**config.mk**
```make
export PLATFORM = sky130hd
export DESIGN_NAME = bracket_group_extractor
export DESIGN_NICKNAME = d
export VERILOG_FILES = /design/src/hdl/bge_pkg.sv /design/src/hdl/bge_ram.sv /design/src/hdl/bracket_group_extractor.sv
export SDC_FILE = /design/constraint.sdc
export NUM_CORES = 1
export LEC_CHECK = 0
export BUFFER_PORTS_ARGS = -buffer_cell sky130_fd_sc_hd__buf_2
export CAP_MARGIN = 20
export CORE_MARGIN = 2
export CORE_UTILIZATION = 55
export DETAILED_ROUTE_END_ITERATION = 8
export PLACE_DENSITY = 0.86
export SYNTH_ARGS = -nofsm -noshare
export SYNTH_HDL_FRONTEND = slang
export SYNTH_SLANG_ARGS = --single-unit
```
**constraint.sdc**
```tcl
create_clock -name clock -period 9.8 [get_ports clock]
set_input_delay 0.49 -clock clock [delete_from_list [all_inputs] [get_ports clock]]
set_output_delay 0.49 -clock clock [all_outputs]
set_load 0.005 [all_outputs]
```
**src/hdl/bge_pkg.sv**
```systemverilog
// ---------------------------------------------------------------------------
// bge_pkg
// Shared types, constants and character decode for the bracket group
// extractor.
// ---------------------------------------------------------------------------
`default_nettype none

package bge_pkg;

   localparam int STACK_DEPTH = 32;
   localparam int COORD_BITS  = 16;
   localparam int LEVEL_BITS  = $clog2(STACK_DEPTH + 1);
   localparam int ADDR_BITS   = $clog2(STACK_DEPTH);

   localparam logic [7:0] CHAR_PAREN_OPEN    = 8'h28;
   localparam logic [7:0] CHAR_BRACE_OPEN    = 8'h7B;
   localparam logic [7:0] CHAR_BRACKET_OPEN  = 8'h5B;
   localparam logic [7:0] CHAR_PAREN_CLOSE   = 8'h29;
   localparam logic [7:0] CHAR_BRACE_CLOSE   = 8'h7D;
   localparam logic [7:0] CHAR_BRACKET_CLOSE = 8'h5D;
   localparam logic [7:0] CHAR_SPACE         = 8'h20;
   localparam logic [7:0] CHAR_NEWLINE       = 8'h0A;

   typedef enum logic [1:0] {
      KIND_PAREN   = 2'd0,
      KIND_BRACE   = 2'd1,
      KIND_BRACKET = 2'd2
   } kind_type;

   typedef enum logic [1:0] {
      ERR_NONE      = 2'd0,
      ERR_UNMATCHED = 2'd1,
      ERR_OVERFLOW  = 2'd2
   } err_type;

   typedef struct packed {
      logic     hit;
      kind_type kind;
   } decode_type;

   typedef struct packed {
      logic        plane_valid;
      logic [7:0]  plane_char;
      logic        content_valid;
      logic [7:0]  content_char;
      logic        group_open;
      kind_type    group_kind;
      logic [15:0] group_row;
      logic [15:0] group_col;
      err_type     error_code;
   } rsp_type;

   function automatic decode_type decode_opener(input logic [7:0] c);
      decode_type d;
      d.hit  = 1'b1;
      d.kind = KIND_PAREN;
      case (c)
         CHAR_PAREN_OPEN:   d.kind = KIND_PAREN;
         CHAR_BRACE_OPEN:   d.kind = KIND_BRACE;
         CHAR_BRACKET_OPEN: d.kind = KIND_BRACKET;
         default:           d.hit  = 1'b0;
      endcase
      return d;
   endfunction

   function automatic decode_type decode_closer(input logic [7:0] c);
      decode_type d;
      d.hit  = 1'b1;
      d.kind = KIND_PAREN;
      case (c)
         CHAR_PAREN_CLOSE:   d.kind = KIND_PAREN;
         CHAR_BRACE_CLOSE:   d.kind = KIND_BRACE;
         CHAR_BRACKET_CLOSE: d.kind = KIND_BRACKET;
         default:            d.hit  = 1'b0;
      endcase
      return d;
   endfunction

endpackage

`default_nettype wire

```
**src/hdl/bge_ram.sv**
```systemverilog
// ---------------------------------------------------------------------------
// bge_ram
// Generic single-write, single-read RAM with registered read data.
// ---------------------------------------------------------------------------
`default_nettype none

module bge_ram #(
   parameter int WIDTH = 8,
   parameter int DEPTH = 16
) (
   input  wire logic                       clock,
   input  wire logic                       wr_en,
   input  wire logic [$clog2(DEPTH)-1:0]   wr_addr,
   input  wire logic [WIDTH-1:0]           wr_data,
   input  wire logic [$clog2(DEPTH)-1:0]   rd_addr,
   output      logic [WIDTH-1:0]           rd_data
);

   logic [WIDTH-1:0] mem_ff [DEPTH];

   always_ff @(posedge clock) begin
      if (wr_en) begin
         mem_ff[wr_addr] <= wr_data;
      end
      rd_data <= mem_ff[rd_addr];
   end

endmodule

`default_nettype wire

```
**src/hdl/bracket_group_extractor.sv**
```systemverilog
// ---------------------------------------------------------------------------
// bracket_group_extractor
// Tracks (), {} and [] nesting over a character stream and extracts the
// contents of each top-level group.
// ---------------------------------------------------------------------------
// One item is taken per clock cycle and its result appears in the cycle after;
// a new item is accepted in the same cycle the waiting result is taken, so
// throughput is one item per cycle whenever the result side keeps up, and
// the input stalls while a result is held back. The bracket kind
// stack lives in a RAM with registered read; the top entry is held in a
// register and the entry beneath it is read ahead every cycle, so a push or
// pop never waits on the RAM. The stack holds 32 levels; opening a 33rd
// level, or a closer that does not match, raises a sticky error and every
// later item returns only that error code until reset.
`default_nettype none

module bracket_group_extractor (
   input  wire logic        clock,
   input  wire logic        reset,
   input  wire logic        req_tvalid,
   output      logic        req_tready,
   input  wire logic [7:0]  req_tdata,   // char_in
   input  wire logic        req_tuser,   // is_line_end
   output      logic        rsp_tvalid,
   input  wire logic        rsp_tready,
   // plane_char, content_char, group_row, group_col, error_code, zero pad
   output      logic [55:0] rsp_tdata,
   // plane_valid, content_valid, group_open, group_kind
   output      logic [4:0]  rsp_tuser
);

   import bge_pkg::*;

   logic [LEVEL_BITS-1:0] level_ff, level_in;
   kind_type              top_ff, top_in;
   logic [COORD_BITS-1:0] row_ff, row_in;
   logic [COORD_BITS-1:0] col_ff, col_in;
   err_type               err_ff, err_in;
   rsp_type               rsp_ff, rsp_in;
   logic                  rsp_valid_ff, rsp_valid_in;

   logic                  accept;
   logic                  wr_en;
   logic [ADDR_BITS-1:0]  rd_addr;
   logic [1:0]            below_kind;
   logic [LEVEL_BITS-1:0] below_level;
   decode_type            op_dec, cl_dec;

   assign req_tready = !reset && (!rsp_valid_ff || rsp_tready);
   assign accept     = req_tvalid && req_tready;
   assign op_dec     = decode_opener(req_tdata);
   assign cl_dec     = decode_closer(req_tdata);

   // read ahead the entry under the new top
   assign below_level = level_in - LEVEL_BITS'(2);
   assign rd_addr     = below_level[ADDR_BITS-1:0];

   bge_ram #(
      .WIDTH (2),
      .DEPTH (STACK_DEPTH)
   ) u_kind_ram (
      .clock   (clock),
      .wr_en   (wr_en),
      .wr_addr (level_ff[ADDR_BITS-1:0]),
      .wr_data (op_dec.kind),
      .rd_addr (rd_addr),
      .rd_data (below_kind)
   );

   always_comb begin
      level_in = level_ff;
      top_in   = top_ff;
      row_in   = row_ff;
      col_in   = col_ff;
      err_in   = err_ff;
      wr_en    = 1'b0;
      rsp_in   = '0;
      if (accept) begin
         if (err_ff != ERR_NONE) begin
            rsp_in.error_code = err_ff;
         end else if (req_tuser) begin
            if (level_ff != '0) begin
               rsp_in.content_valid = 1'b1;
               rsp_in.content_char  = CHAR_NEWLINE;
            end
            row_in = row_ff + COORD_BITS'(1);
            col_in = '0;
         end else if (op_dec.hit) begin
            if (level_ff == LEVEL_BITS'(STACK_DEPTH)) begin
               err_in            = ERR_OVERFLOW;
               rsp_in.error_code = ERR_OVERFLOW;
            end else begin
               if (level_ff == '0) begin
                  rsp_in.group_open = 1'b1;
                  rsp_in.group_kind = op_dec.kind;
                  rsp_in.group_row  = 16'(row_ff);
                  rsp_in.group_col  = 16'(col_ff);
               end else begin
                  rsp_in.content_valid = 1'b1;
                  rsp_in.content_char  = req_tdata;
               end
               wr_en              = 1'b1;
               top_in             = op_dec.kind;
               level_in           = level_ff + LEVEL_BITS'(1);
               rsp_in.plane_valid = 1'b1;
               rsp_in.plane_char  = CHAR_SPACE;
               col_in             = col_ff + COORD_BITS'(1);
            end
         end else if (cl_dec.hit) begin
            if (level_ff == '0 || top_ff != cl_dec.kind) begin
               err_in            = ERR_UNMATCHED;
               rsp_in.error_code = ERR_UNMATCHED;
            end else begin
               if (level_ff != LEVEL_BITS'(1)) begin
                  rsp_in.content_valid = 1'b1;
                  rsp_in.content_char  = req_tdata;
               end
               top_in             = kind_type'(below_kind);
               level_in           = level_ff - LEVEL_BITS'(1);
               rsp_in.plane_valid = 1'b1;
               rsp_in.plane_char  = CHAR_SPACE;
               col_in             = col_ff + COORD_BITS'(1);
            end
         end else begin
            rsp_in.plane_valid = 1'b1;
            if (level_ff == '0) begin
               rsp_in.plane_char = req_tdata;
            end else begin
               rsp_in.plane_char    = CHAR_SPACE;
               rsp_in.content_valid = 1'b1;
               rsp_in.content_char  = req_tdata;
            end
            col_in = col_ff + COORD_BITS'(1);
         end
      end
   end

   always_comb begin
      rsp_valid_in = rsp_valid_ff;
      if (accept) begin
         rsp_valid_in = 1'b1;
      end else if (rsp_tready) begin
         rsp_valid_in = 1'b0;
      end
   end

   always_ff @(posedge clock) begin
      if (reset) begin
         level_ff     <= '0;
         row_ff       <= '0;
         col_ff       <= '0;
         err_ff       <= ERR_NONE;
         rsp_valid_ff <= 1'b0;
      end else begin
         level_ff     <= level_in;
         row_ff       <= row_in;
         col_ff       <= col_in;
         err_ff       <= err_in;
         rsp_valid_ff <= rsp_valid_in;
      end
   end

   always_ff @(posedge clock) begin
      top_ff <= top_in;
      if (accept) begin
         rsp_ff <= rsp_in;
      end
   end

   assign rsp_tvalid = rsp_valid_ff;
   assign rsp_tdata  = {6'd0, rsp_ff.error_code, rsp_ff.group_col, rsp_ff.group_row,
                        rsp_ff.content_char, rsp_ff.plane_char};
   assign rsp_tuser  = {rsp_ff.group_kind, rsp_ff.group_open, rsp_ff.content_valid,
                        rsp_ff.plane_valid};

`ifndef SYNTHESIS
   a_level_bound: assert property (@(posedge clock) disable iff (reset)
      level_ff <= LEVEL_BITS'(STACK_DEPTH))
      else $error("stack level beyond depth");

   a_err_sticky: assert property (@(posedge clock) disable iff (reset)
      err_ff != ERR_NONE |=> err_ff == $past(err_ff))
      else $error("error state changed after being set");

   a_level_idle: assert property (@(posedge clock) disable iff (reset)
      !accept |=> $stable(level_ff))
      else $error("stack level moved without a transfer");

   a_open_clean: assert property (@(posedge clock) disable iff (reset)
      rsp_valid_ff && rsp_ff.group_open |->
         !rsp_ff.content_valid && rsp_ff.error_code == ERR_NONE && rsp_ff.plane_valid)
      else $error("group open result carries content or error");

   a_err_quiet: assert property (@(posedge clock) disable iff (reset)
      accept && err_ff != ERR_NONE |=> !rsp_ff.plane_valid && !rsp_ff.content_valid &&
         !rsp_ff.group_open && $stable(level_ff))
      else $error("item processed while in error");
`endif

endmodule

`default_nettype wire

```
* Word level (Yosys, flattened, before mapping)
Memories as Yosys holds them, arrays and structs flattened. A register that Yosys moved wholly into a read port is not among the register bits.
Cells that the tools add are included.
** Storage, ports and cells
- Flip-flop bits (word level) :: 98
- Memory bits (writable) :: 64
- Bits of input ports :: 13
- Output and inout bits :: 63
- Logic and storage cells :: 109
- Memories kept :: 1
** Cells by class
- Add/subtract/negate cells :: 5
- Equality and inequality tests :: 14
- Multiplexer cells :: 49
- Bitwise gates (word level) :: 4
- Reduce and logical (&&, ||, !) cells :: 21
** Memories
- u_kind_ram.mem_ff :: words 32, bits a word 2, read ports 1, clocked after memory_dff 1, wr ports 1, line bge_ram.sv:19 : logic [WIDTH-1:0] mem_ff [DEPTH];
** Operator list (number)
- $mux W16 :: 5
- $mux W18 :: 3
- $mux W53 :: 1
- $mux W6 :: 7
- $mux W9 :: 4
- $mux W35 :: 1
- $add A16 B1 Y16 const B :: 2
- $eq A8 B7 Y1 const B :: 4
- $mux W2 :: 12
- $eq A8 B6 Y1 const B :: 2
- $mux W1 :: 13
- $reduce_and A6 Y1 :: 2
- $mux W8 :: 1
- $pmux W2 S2 :: 2
- $reduce_bool A2 Y1 :: 4
- $add A6 B1 Y6 const B :: 1
- $eq A6 B6 Y1 const B :: 1
- $logic_not A6 Y1 :: 1
- $ne A6 B1 Y1 const B :: 1
- $reduce_bool A6 Y1 :: 1
- $reduce_or A3 Y1 :: 2
- $sub A6 B1 Y6 const B :: 1
- $reduce_or A5 Y1 :: 1
- $sub A5 B2 Y5 const B :: 1
- 13 further kinds :: 20

* Logic depth before layout (Yosys ltp)
Gate-level depths: netlist of the first run.
- Word-level depth :: 11
- Mapped depth :: 17

* Cells and area by module
A second synthesis of the first run with hierarchy kept.
** Second synthesis, totals
- Cells, all modules :: 611
- Area total of the unflattened synthesis :: 7413.4 µm²
** By module, submodules not included
- bracket_group_extractor :: instances 1, cells each 427, area each 4629.4 µm²
- bge_ram :: instances 1, cells each 184, area each 2783.9 µm²

* Least setup slack after synthesis of the first run
Ideal clock, no wire load.
- Kind :: input port to flip-flop
- Start :: in req_tdata[5]
- End :: reg u_kind_ram.rd_data[1] (read register of u_kind_ram.mem_ff)
- Setup time :: 121 ps
- Arrival :: 3941 ps
- Data required time :: 9679 ps
- Setup slack :: 5739 ps
- Stages on the path :: 16
- Buffers on the path :: 3
- Cell sequence :: buf_6 -> or3b_1 -> a2111o_1 -> a2111oi_4 -> nor2_1 -> a211oi_2 -> nor2_4 -> inv_4 -> buf_2 -> ha_1 -> xor2_4 -> buf_6 -> nand3_1 -> nand4_1 -> mux2i_1 -> mux2_2
** On the way
- Longest elaborated chain between the ends :: 11
** RTL lines
- start, declared :: line bracket_group_extractor.sv:22 : input wire logic [7:0] req_tdata,
- $eq A8 B7 Y1 :: line bge_pkg.sv:70 : case (c)
- $pmux W2 S2 :: line bge_pkg.sv:70
- $ne A2 B2 Y1 :: line bracket_group_extractor.sv:110 : if (level_ff == '0 || top_ff != cl_dec.kind) begin
- $logic_or A1 B1 Y1 :: line bracket_group_extractor.sv:110
- $mux W6 :: line bracket_group_extractor.sv:110
- $mux W6 :: line bracket_group_extractor.sv:109 : end else if (cl_dec.hit) begin
- $mux W6 * :: line bracket_group_extractor.sv:88 : end else if (op_dec.hit) begin
- $mux W6 * :: line bracket_group_extractor.sv:81 : end else if (req_tuser) begin
- $mux W6 * :: line bracket_group_extractor.sv:79 : if (err_ff != ERR_NONE) begin
- $mux W6 * :: line bracket_group_extractor.sv:78 : if (accept) begin
- $sub A5 B2 Y5 * :: line bracket_group_extractor.sv:55 : assign below_level = level_in - LEVEL_BITS'(2);
- end, declared :: line bge_ram.sv:16 : output logic [WIDTH-1:0] rd_data
Every way passes the cells marked *; elsewhere a longest branch is shown, timed or not.
A chain may end at the register's enable or synchronous reset.

* Final worst setup path of the first run
- Start :: reg top_ff[0]
- End :: reg u_kind_ram.rd_data[0] (read register of u_kind_ram.mem_ff)
** On the way
- Longest elaborated chain between the ends :: 9
** RTL lines
- start, declared :: line bracket_group_extractor.sv:35 : kind_type top_ff, top_in;
- start signal, assigned :: line bracket_group_extractor.sv:164 : top_ff <= top_in;
- $ne A2 B2 Y1 :: line bracket_group_extractor.sv:110
- $logic_or A1 B1 Y1 :: line bracket_group_extractor.sv:110
- $mux W6 :: line bracket_group_extractor.sv:110
- $mux W6 :: line bracket_group_extractor.sv:109
- $mux W6 :: line bracket_group_extractor.sv:88
- $mux W6 :: line bracket_group_extractor.sv:81
- $mux W6 :: line bracket_group_extractor.sv:79
- $mux W6 :: line bracket_group_extractor.sv:78
- $sub A5 B2 Y5 :: line bracket_group_extractor.sv:55
No other way between the ends.

==> flow_summary_export.csv, run 1 <==
group,metric,value,unit
power_and_ir_drop,combPwrFrac,2.9,%
drt,drtAntennaViolNets,0,
sta,tightest_slew,0.930,ns
global_route,first_global_vias,4812,
sta,finalSetupViolCount,0,
sta,slew_headroom,37.9,%
drt,vias,4957,
sta,final.setup.tns,0,ns
clock_tree,clk_pin_slew,0.08,ns
drt,route.detailed.drc,0,
drt,via_per_inst,5.72,
logic_synthesis,ys_types,60,
worst_setup_path,worst_setup_path_start_kind,"flop",
die,die_h,120,um
logic_synthesis,synth_warnings,0,
worst_setup_path,critical_path_class,"flop to flop",
worst_setup_path,r2r_end,"u_kind_ram.rd_data[0]",
clock_tree,holdBufCountCts,0,
worst_setup_path,cp_common_cell,"mux2i_1",
logic_synthesis,synth_edf_count,121,
clock_tree,cts_resized,0,
global_route,grt_usage,21.0,%
drt,routedWlPerCell,16.9,um
worst_setup_path,worst_r2r_path_depth,13,
worst_setup_path,critical-path-slowest-cell,"a2111oi_4",
flow_run,maxCapViolations,0,
clock_tree,cts_tree,"done",
die,initial_core_util,56.2,%
power_and_ir_drop,switching_share,21.7,%
min_path,hold_path_end,"rsp_tvalid",
sta,drv_slew,0,
global_route,antenna_found_initial,0,
logic_synthesis,async_flop_share,0,%
power_and_ir_drop,clockPowerShare,43.8,%
worst_setup_path,crit_fanout,17,
layout,layoutNonFillerInstCount,867,
clock_tree,cts_buffers,17,
die,row_count,42,
placement,hpwl,9.84,mm
sta,fmax,235,MHz
clock_tree,cts.path.max_buffers,2,
worst_setup_path,startpoint,"top_ff[0]",
power_and_ir_drop,p_leak,3.14,nW
power_and_ir_drop,p_int,0.00111,W
logic_synthesis,synth_ff_type,"edfxtp_1",
sta,timing.final.crit_share,43.4,%
min_path,holdCritStartpoint,"req_tvalid",
global_route,grt_pass1_wl,23.1,mm
layout,drive_above_1_share,18.2,%
placement,place_congestion,0.897,
logic_synthesis,postSynthCellCount,615,
die,die_area,14400,um2
worst_setup_path,cp.depth,13,
sta,final-hold-violation-count,0,
drt,drtPass1Iterations,5,
power_and_ir_drop,pwr_density_cell,168,nW/um2
worst_setup_path,crit_required,10.13,ns
worst_setup_path,crit_chain,"or3b_1, a2111o_1, a2111oi_4, a2bb2oi_1, nor2_1, nor2_4, inv_4, ha_1, xor2_4, mux2i_1, mux2i_1, mux2i_1, mux2_2",
drt,drt_iter0_markers,479,
power_and_ir_drop,seqPwrFrac,53.3,%
clock_tree,cts-root-buf,"clkbuf_16",
worst_setup_path,endpoint_kind,"flop",
power_and_ir_drop,power.net_switching,0.000306,W
logic_synthesis,yosysSeqAreaShare,60.6,%
logic_synthesis,avgSynthCellArea,12.1,um2
sta,period_minus_slack,4.25,ns
global_route,grt_max_degree,35,
sta,skew,0.0151,ns
clock_tree,cts_setup_buffers,0,
sta,rsz0062_at_grt,"false",
placement,dp.cells,835,
die,pin_count,76,
layout,final_util,63.7,%
placement,portBuffers,69,
worst_setup_path,crit_family,"compound AO/OA/AOI/OAI gates",
power_and_ir_drop,ir_drop,0.220,mV
outcome,status,"finished, final reports clean",
die,die_x,120,um
worst_setup_path,arrival,4.58,ns
worst_setup_path,rrSetupSlack,5.55,ns
clock_tree,cts_num_sinks,164,
layout,num-nets-final,699,
clock_tree,htreeDepth,4,
global_route,grt_overflow,0,
worst_setup_path,cp_num_buf_inv,1,
min_path,hold_depth,3,
layout,antennaDiodeCount,0,
die,core,13200,um2
clock_tree,insertion_delay,0.44,ns
min_path,hold_path.class,"primary input to flop",
worst_setup_path,slowest_delay,0.61,ns
layout,syn_to_final_growth,13.2,%
logic_synthesis,syn_area,7420,um2
layout,nFillCells,986,
worst_setup_path,regToRegStartpoint,"top_ff[0]",
logic_synthesis,ys_ff_latch,164,
drt,routed_wl,14.7,mm
## registers in the layout (all words and copies together) (netlist names)
name                count
col_ff                 16
rsp_tuser               5
top_ff                  2
rsp_tdata              50
u_kind_ram.mem_ff      64
level_ff                6
err_ff                  2
u_kind_ram.rd_data      2
row_ff                 16
rsp_tvalid              1
## power groups by stage
stage	Combinational, W	Clock (W)	Sequential, W
after floorplan	0.0000212	0	0.000770
after global placement	0.0000378	0	0.000768
after detailed placement	0.0000403	0	0.000768
after CTS	0.0000407	0.000625	0.000753
after global routing	0.0000439	0.000651	0.000753
final	0.0000406	0.000618	0.000753
## cells in the final DEF, fill, tap and decap left out, types with 5 or more instances in the layout
cell | synthesis | final
nor2_1 | 85 | 85
buf_2 | 4 | 69
xnor2_1 | 6 | 6
dfxtp_1 | 43 | 43
or3_1 | 9 | 9
conb_1 | 1 | 6
edfxtp_1 | 121 | 121
inv_1 | 7 | 7
nand3_1 | 39 | 39
a21oi_1 | 14 | 14
nand4_1 | 15 | 15
clkbuf_16 | 0 | 17
nor3_1 | 11 | 9
nor4_1 | 5 | 5
ha_1 | 8 | 8
and2_1 | 47 | 46
o21ai_0 | 9 | 9
a21o_1 | 5 | 5
nand3b_1 | 7 | 7
mux2i_1 | 39 | 39
and3_1 | 13 | 13
nand2_1 | 31 | 31
xor2_1 | 18 | 18
## final cells by class
cell class | count | area (um2) | area share [%]
Clock inverter | 13 | 100 | 1.19
Sequential cell | 164 | 4490 | 53.5
Multi-Input combinational cell | 414 | 2710 | 32.3
Clock buffer | 19 | 453 | 5.39
Inverter | 8 | 32.5 | 0.387
Timing Repair Buffer | 73 | 388 | 4.62
Tap cell | 176 | 220 | 2.62
## worst max-delay path by stage
| stage | end |
|---|---|
| 3_5_place_dp | u_kind_ram.rd_data[0] |
| 2_1_floorplan | u_kind_ram.rd_data[1] |
| 5_1_grt | u_kind_ram.rd_data[0] |
| 3_3_place_gp | u_kind_ram.rd_data[0] |
| 6_report | u_kind_ram.rd_data[0] |
| 4_1_cts | u_kind_ram.rd_data[0] |
## stage by stage
step / hold slack, ns / instance area, um2 / power, W / worst slack (ns)
2_1_floorplan: 0.454 / 7430 / 0.000791 / 5.74
3_3_place_gp: 0.462 / 7820 / 0.000805 / 5.52
3_5_place_dp: 0.484 / 7840 / 0.000808 / 5.32
4_1_cts: 0.368 / 8400 / 0.00142 / 5.57
5_1_grt: 0.398 / 8400 / 0.00145 / 5.29
6_report: 0.390 / 8400 / 0.00141 / 5.55
## synthesized netlist by cell type, drive strengths merged, types with 2 or more instances
master,instances,area share (%)
nand2,31,1.6
a21o,5,0.51
nand2b,2,0.17
o31ai,2,0.20
inv,8,0.44
nor3,11,0.74
o21a,4,0.51
dfxtp,43,12
nor4,6,0.59
a31oi,2,0.17
nor3b,3,0.37
edfxtp,121,49
nand3b,7,0.71
nand4,15,1.3
and3,13,1.1
and2,47,4.0
xor2,20,2.9
nor2b,2,0.17
clkbuf,14,0.71
or3,9,0.76
nor2,86,4.5
buf,20,2.1
mux2,2,0.30
o21ai,9,0.61
ha,8,1.3
a2bb2oi,2,0.24
a21oi,15,1.1
xnor2,8,1.5
or2,2,0.17
nand3,40,2.9
a22oi,3,0.30
mux2i,39,5.3
## kinds of logic after synthesis
group,count (synthesis),synth area share [%]
compound gates,52,5.10
xor+xnor,28,4.32
fa+ha+maj,8,1.35
buf+inv,42,3.29
flops,164,60.6
mux,41,5.57
other cells,1,0.0506
simple gates,279,19.7
## worst register-to-register path, cell delays in order (launching register included)
cell and delay, ns:
edfxtp_1 0.41, or3b_1 0.39, a2111o_1 0.48, a2111oi_4 0.61, a2bb2oi_1 0.20, nor2_1 0.08
nor2_4 0.36, inv_4 0.17, ha_1 0.35, xor2_4 0.45, mux2i_1 0.14, mux2i_1 0.15
mux2i_1 0.09, mux2_2 0.27
## layer usage
| metal | GRT usage, % | part of all wire (%) | up-vias |
|---|---|---|---|
| li1 | - | - | 2325 |
| met1 | 23.8 | 39 | 2369 |
| met2 | 36.0 | 50 | 213 |
| met3 | 5.85 | 7.3 | 50 |
| met4 | 11.2 | 3.7 | 0 |
| met5 | 0 | 0 | - |
Power figures use the tool's default switching activity.
==> run 2, diff against run 1 <==
- ABC_AREA: unset -> 1
- CORE_UTILIZATION: 55 -> 53
- PLACE_DENSITY: 0.86 -> 0.87
- clock period: 9.8 -> 3.74 ns (I/O delays scaled with it)
==> flow_summary_export.csv, run 2 <==
group,metric,value,unit
outcome,status,"finished, final reports clean",
power_and_ir_drop,p_leak,3.44,nW
die,die_area,15400,um2
logic_synthesis,synth_area_leaders,"edfxtp_1, dfxtp_1, nand3_1",
global_route,grt_overflow,0,
placement,dp.cells,1036,
logic_synthesis,synth_warnings,0,
worst_setup_path,critical_path_class,"flop to flop",
layout,regMostFlops,"u_kind_ram.mem_ff",
clock_tree,holdBufCountCts,1,
clock_tree,htreeDepth,4,
layout,multi_input_area,2630,um2
power_and_ir_drop,ir_drop,0.306,mV
die,row_count,43,
min_path,hold_depth,3,
layout,num-nets-final,897,
drt,routedWlPerCell,16.0,um
sta,tightest_slew,0.960,ns
sta,timing.final.crit_share,80.4,%
clock_tree,cts_buffers,17,
logic_synthesis,synthTopCellsByCount,"nand2_1, nor2_1, edfxtp_1",
sta,rsz0062_at_grt,"false",
logic_synthesis,yosysSeqAreaShare,58.8,%
clock_tree,clk_pin_slew,0.07,ns
layout,layoutNonFillerInstCount,1069,
layout,final_cell_mix,"nand2_1, nor2_1, edfxtp_1",
logic_synthesis,synth_edf_count,121,
drt,route.detailed.drc,0,
flow_run,maxCapViolations,0,
clock_tree,insertion_delay,0.44,ns
logic_synthesis,synth-xor-area-share,0.688,%
worst_setup_path,crit_required,4.08,ns
layout,drive_above_1_share,17.8,%
logic_synthesis,synthAdderAreaFrac,1.31,%
logic_synthesis,yosysTopAreaCell,"edfxtp_1",
die,die_h,124,um
drt,vias,6077,
worst_setup_path,arrival,3.34,ns
clock_tree,cts_tree,"done",
logic_synthesis,postSynthCellCount,806,
sta,final-hold-violation-count,0,
power_and_ir_drop,pwr_density_cell,455,nW/um2
die,initial_core_util,54.6,%
drt,drtAntennaViolNets,0,
logic_synthesis,synth_compound_area_share,4.70,%
clock_tree,cts_num_sinks,164,
layout,final_common_cell,"nand2_1",
clock_tree,cts.path.max_buffers,2,
placement,hpwl,11.2,mm
logic_synthesis,avgSynthCellArea,9.48,um2
drt,drtPass1Iterations,6,
logic_synthesis,muxShareOfSynthArea,0,%
die,core,14000,um2
logic_synthesis,async_flop_share,0,%
worst_setup_path,endpoint_kind,"flop",
sta,drv_slew,0,
sta,fmax,332,MHz
layout,antennaDiodeCount,0,
sta,skew,0.0136,ns
placement,portBuffers,69,
sta,final.setup.tns,0,ns
global_route,first_global_vias,5749,
clock_tree,cts-root-buf,"clkbuf_16",
logic_synthesis,ys_ff_latch,164,
clock_tree,cts_resized,0,
logic_synthesis,yosysTopAreaCellShare,47.5,%
drt,drt_iter0_markers,539,
min_path,hold_path.class,"primary input to flop",
layout,largest_reg_flops,64,
power_and_ir_drop,total_power,0.00395,W
logic_synthesis,synth.most_common_cell,"nand2_1",
die,die_x,124,um
worst_setup_path,worst_setup_path_start_kind,"flop",
logic_synthesis,synth_ff_type,"edfxtp_1",
global_route,grt_max_degree,56,
sta,period_minus_slack,3.01,ns
layout,syn_to_final_growth,13.7,%
global_route,antenna_found_initial,0,
logic_synthesis,syn_area,7640,um2
logic_synthesis,synth_top_family_by_area,"simple AND/OR/NAND/NOR gates",
sta,slew_headroom,35.9,%
global_route,grt_pass1_wl,26.9,mm
clock_tree,cts_setup_buffers,0,
drt,via_per_inst,5.68,
logic_synthesis,ys_types,42,
layout,regArea,4490,um2
layout,nFillCells,1072,
die,pin_count,76,
placement,place_congestion,0.914,
logic_synthesis,synth-simple-area-share,27.4,%
drt,routed_wl,17.1,mm
sta,finalSetupViolCount,0,
worst_setup_path,crit_fanout,9,
worst_setup_path,worst_r2r_path_depth,18,
global_route,grt_usage,23.1,%
run 2: cell types whose count changed in the layout (fill, tap and decap cells not counted), moves of 13 or more:
cell / before / now
nand2_1: 31 / 136
inv_1: 7 / 89
nand3_1: 39 / 103
and2_1: 46 / 0
mux2i_1: 39 / 0
nor2_1: 85 / 123
a21oi_1: 14 / 32
and3_1: 13 / 0
run 2: per-layer routing:
layer  GRT usage (%)  vias to the layer above  part of all wire, %  routed length, um
li1                -                     2830                    -                  -
met1            27.3                     2902                   40               6890
met2            39.7                      282                   50               8610
met3            5.40                       63                  6.3               1090
met4            11.0                        0                  3.2                548
met5               0                        -                    0                  0
run 2: critical path, stage by stage, from the launching register on:
cell and delay (ns):
dfxtp_1 0.44, inv_1 0.16, ha_1 0.28, nand3_2 0.13, nand2_1 0.11, nor2_4 0.17, nand3_2 0.14, nor2_1 0.21
inv_1 0.08, nand2_1 0.06, nand3_1 0.06, nand2_1 0.06, nand2_1 0.08, ha_1 0.46, inv_2 0.14, nand3_1 0.12
nand3_1 0.09, nand3_1 0.08, nand2_1 0.05
run 2: logic make-up (layout without fill, tap and decap cells):
logic type               count (synthesis)  after routing
AO/OA/AOI/OAI                           65             65
AND/OR/NAND/NOR                        435            435
XOR/XNOR                                 6              6
other                                    1              6
buffers and inverters                  127            205
adder cells (fa/ha/maj)                  8              8
flip-flops                             164            164
run 2: worst paths after layout:
path,startpoint,to,slack (ns)
max reg2reg,level_ff[0],u_kind_ram.rd_data[1],0.73
min reg2reg,row_ff[15],row_ff[15],0.48
min,req_tdata[7],rsp_tdata[15],0.08
max,level_ff[0],u_kind_ram.rd_data[1],0.73
run 2: area by class of cell:
type,count,area share (%)
Sequential cell,164,51.7
Multi-Input combinational cell,520,30.3
Clock buffer,18,5.05
Timing Repair Buffer,74,4.43
Inverter,99,4.30
Tap cell,180,2.59
Clock inverter,14,1.60
run 2: where the power goes:
| part | switching, W | internal, W | leakage [nW] |
|---|---|---|---|
| Sequential | 0.0000148 | 0.00198 | 1.52 |
| Combinational | 0.000166 | 0.0000769 | 1.63 |
| Clock | 0.000764 | 0.000956 | 0.292 |
run 2: metrics by stage:
stage                     setup WS [ns]  hold slack [ns]  cell area [um2]  util [%]
after floorplan                  0.0368            0.308             7670         -
after global placement            0.978            0.423             8100      57.9
after detailed placement          0.840            0.440             8100      57.9
after CTS                         0.785           0.0719             8690      62.1
after global routing              0.411           0.0964             8690      62.1
final                             0.732           0.0825             8690      62.1
==> run 3, diff against run 2 <==
- CORE_UTILIZATION: 53 -> 55
- PLACE_DENSITY: 0.87 -> 0.86
- clock period: 3.74 -> 3.2 ns (I/O delays scaled with it)
==> flow_summary_export.csv, run 3 (synthesis gave the netlist of run 2 again) <==
group,metric,value,unit
global_route,grt_overflow,0,
power_and_ir_drop,switching_share,23.4,%
sta,tightest_slew,0.980,ns
drt,drt_iter0_markers,585,
clock_tree,cts_tree,"done",
clock_tree,insertion_delay,0.43,ns
drt,route.detailed.drc,0,
outcome,status,"finished, final reports clean",
worst_setup_path,arrival,3.22,ns
layout,regMostFlops,"u_kind_ram.mem_ff",
sta,skew,0.0105,ns
layout,syn_to_final_growth,14.9,%
placement,hpwl,11.0,mm
global_route,antenna_found_initial,0,
drt,routed_wl,16.4,mm
layout,final_cell_mix,"nand2_1, edfxtp_1, nor2_1",
sta,fmax,344,MHz
layout,num-nets-final,902,
worst_setup_path,crit_required,3.52,ns
worst_setup_path,endpoint_kind,"flop",
layout,nFillCells,1079,
layout,multi_input_area,2720,um2
clock_tree,cts_buffers,17,
power_and_ir_drop,combPwrFrac,6.7,%
sta,final-hold-violation-count,0,
clock_tree,cts_num_sinks,164,
layout,final_util,64.0,%
sta,slew_headroom,34.6,%
die,initial_core_util,55.7,%
worst_setup_path,crit_fanout,19,
placement,dp.cells,1041,
drt,routedWlPerCell,15.3,um
layout,antennaDiodeCount,0,
sta,drv_slew,0,
layout,largest_reg_flops,64,
die,core,13700,um2
sta,period_minus_slack,2.91,ns
sta,finalSetupViolCount,0,
global_route,grt_usage,22.3,%
die,die_x,122,um
global_route,grt_max_degree,56,
clock_tree,clk_pin_slew,0.06,ns
sta,timing.final.crit_share,90.8,%
drt,via_per_inst,5.43,
die,die_area,14900,um2
clock_tree,cts-root-buf,"clkbuf_16",
power_and_ir_drop,power.net_switching,0.00105,W
worst_setup_path,critical_path_class,"flop to flop",
power_and_ir_drop,clockPowerShare,41.4,%
die,row_count,43,
sta,rsz0062_at_grt,"false",
clock_tree,cts.path.max_buffers,2,
layout,final_common_cell,"nand2_1",
power_and_ir_drop,seqPwrFrac,51.9,%
power_and_ir_drop,ir_drop,0.351,mV
layout,layoutNonFillerInstCount,1074,
power_and_ir_drop,p_leak,3.45,nW
worst_setup_path,worst_setup_path_start_kind,"flop",
layout,drive_above_1_share,20.8,%
global_route,grt_pass1_wl,25.8,mm
power_and_ir_drop,pwr_density_cell,510,nW/um2
placement,portBuffers,69,
power_and_ir_drop,p_int,0.00343,W
flow_run,maxCapViolations,0,
placement,place_congestion,0.899,
global_route,first_global_vias,5442,
layout,regArea,4500,um2
die,pin_count,76,
die,die_h,122,um
drt,drtAntennaViolNets,0,
min_path,hold_path.class,"primary input to flop",
drt,drtPass1Iterations,7,
drt,vias,5832,
clock_tree,htreeDepth,4,
==> run 3: changes by cell type in the layout (fill, tap and decap cells not counted), sizes merged <==
| cell | before | now |
|---|---|---|
| bufinv | 1 | 0 |
| clkbuf | 18 | 19 |
| inv | 108 | 103 |
| clkinv | 4 | 8 |
| buf | 73 | 78 |
| clkinvlp | 0 | 1 |
==> run 3: through the flow <==
stage               setup WS [ns]  power (W)  instance area [um2]  setup TNS [ns]  hold WS [ns]
global placement            0.472    0.00266                 8230               0         0.397
finish                      0.294    0.00448                 8790               0        0.0339
floorplan                  -0.372    0.00258                 7770           -1.19         0.281
global route               0.0489    0.00462                 8790               0        0.0594
detailed placement          0.348    0.00266                 8230               0         0.406
CTS                         0.316    0.00449                 8790               0        0.0271
==> run 3: final timing paths <==
kind | startpoint | endpoint | slack (ns) | depth (start not counted)
max | level_ff[0] | u_kind_ram.rd_data[1] | 0.29 | 18
min | rsp_tready | rsp_tvalid | 0.03 | 4
max reg2reg | level_ff[0] | u_kind_ram.rd_data[1] | 0.29 | 18
min reg2reg | col_ff[0] | col_ff[0] | 0.46 | 1
==> run 3: power by group through the flow <==
stage | logic (W) | clock network [W] | registers, W
floorplan | 0.000205 | 0 | 0.00237
global placement | 0.000288 | 0 | 0.00237
global route | 0.000332 | 0.00196 | 0.00233
detailed placement | 0.000294 | 0 | 0.00237
finish | 0.000299 | 0.00186 | 0.00232
CTS | 0.000297 | 0.00187 | 0.00233
==> run 3: critical path, stage by stage, from the launching register on <==
cell and delay (ns):
dfxtp_1 0.45, inv_1 0.15, ha_1 0.28, nand3_2 0.13, nand2_1 0.10, nor2_4 0.15
nand3_2 0.14, nand2_1 0.09, nand3_1 0.06, nand2_1 0.09, nand2_2 0.11, nand2_4 0.24
ha_4 0.17, nand3b_1 0.10, nand2_1 0.13, inv_1 0.16, nand3_1 0.10, nand3_1 0.09
nand2_1 0.06
==> run 3: cell type report <==
type | count | share of cell area, %
Sequential cell | 164 | 51.2
Timing Repair Buffer | 79 | 4.81
Multi-Input combinational cell | 520 | 31.0
Clock inverter | 13 | 1.13
Tap cell | 180 | 2.56
Inverter | 99 | 4.32
Clock buffer | 19 | 5.04
==> run 3: repair_timing <==
item	in CTS	in global routing
hold endpoints to repair	1	0
hold buffers	1	0
gates resized for setup	0	0
setup buffers	0	0
==> run 3: per-layer routing <==
metal / wire length [um] / share of wire [%] / up-vias / GRT usage (%)
met5: 0 / 0 / - / 0
met3: 921 / 5.6 / 30 / 4.12
met2: 8080 / 49 / 210 / 37.1
met1: 7030 / 43 / 2761 / 29.3
li1: - / - / 2831 / -
met4: 345 / 2.1 / 0 / 8.48
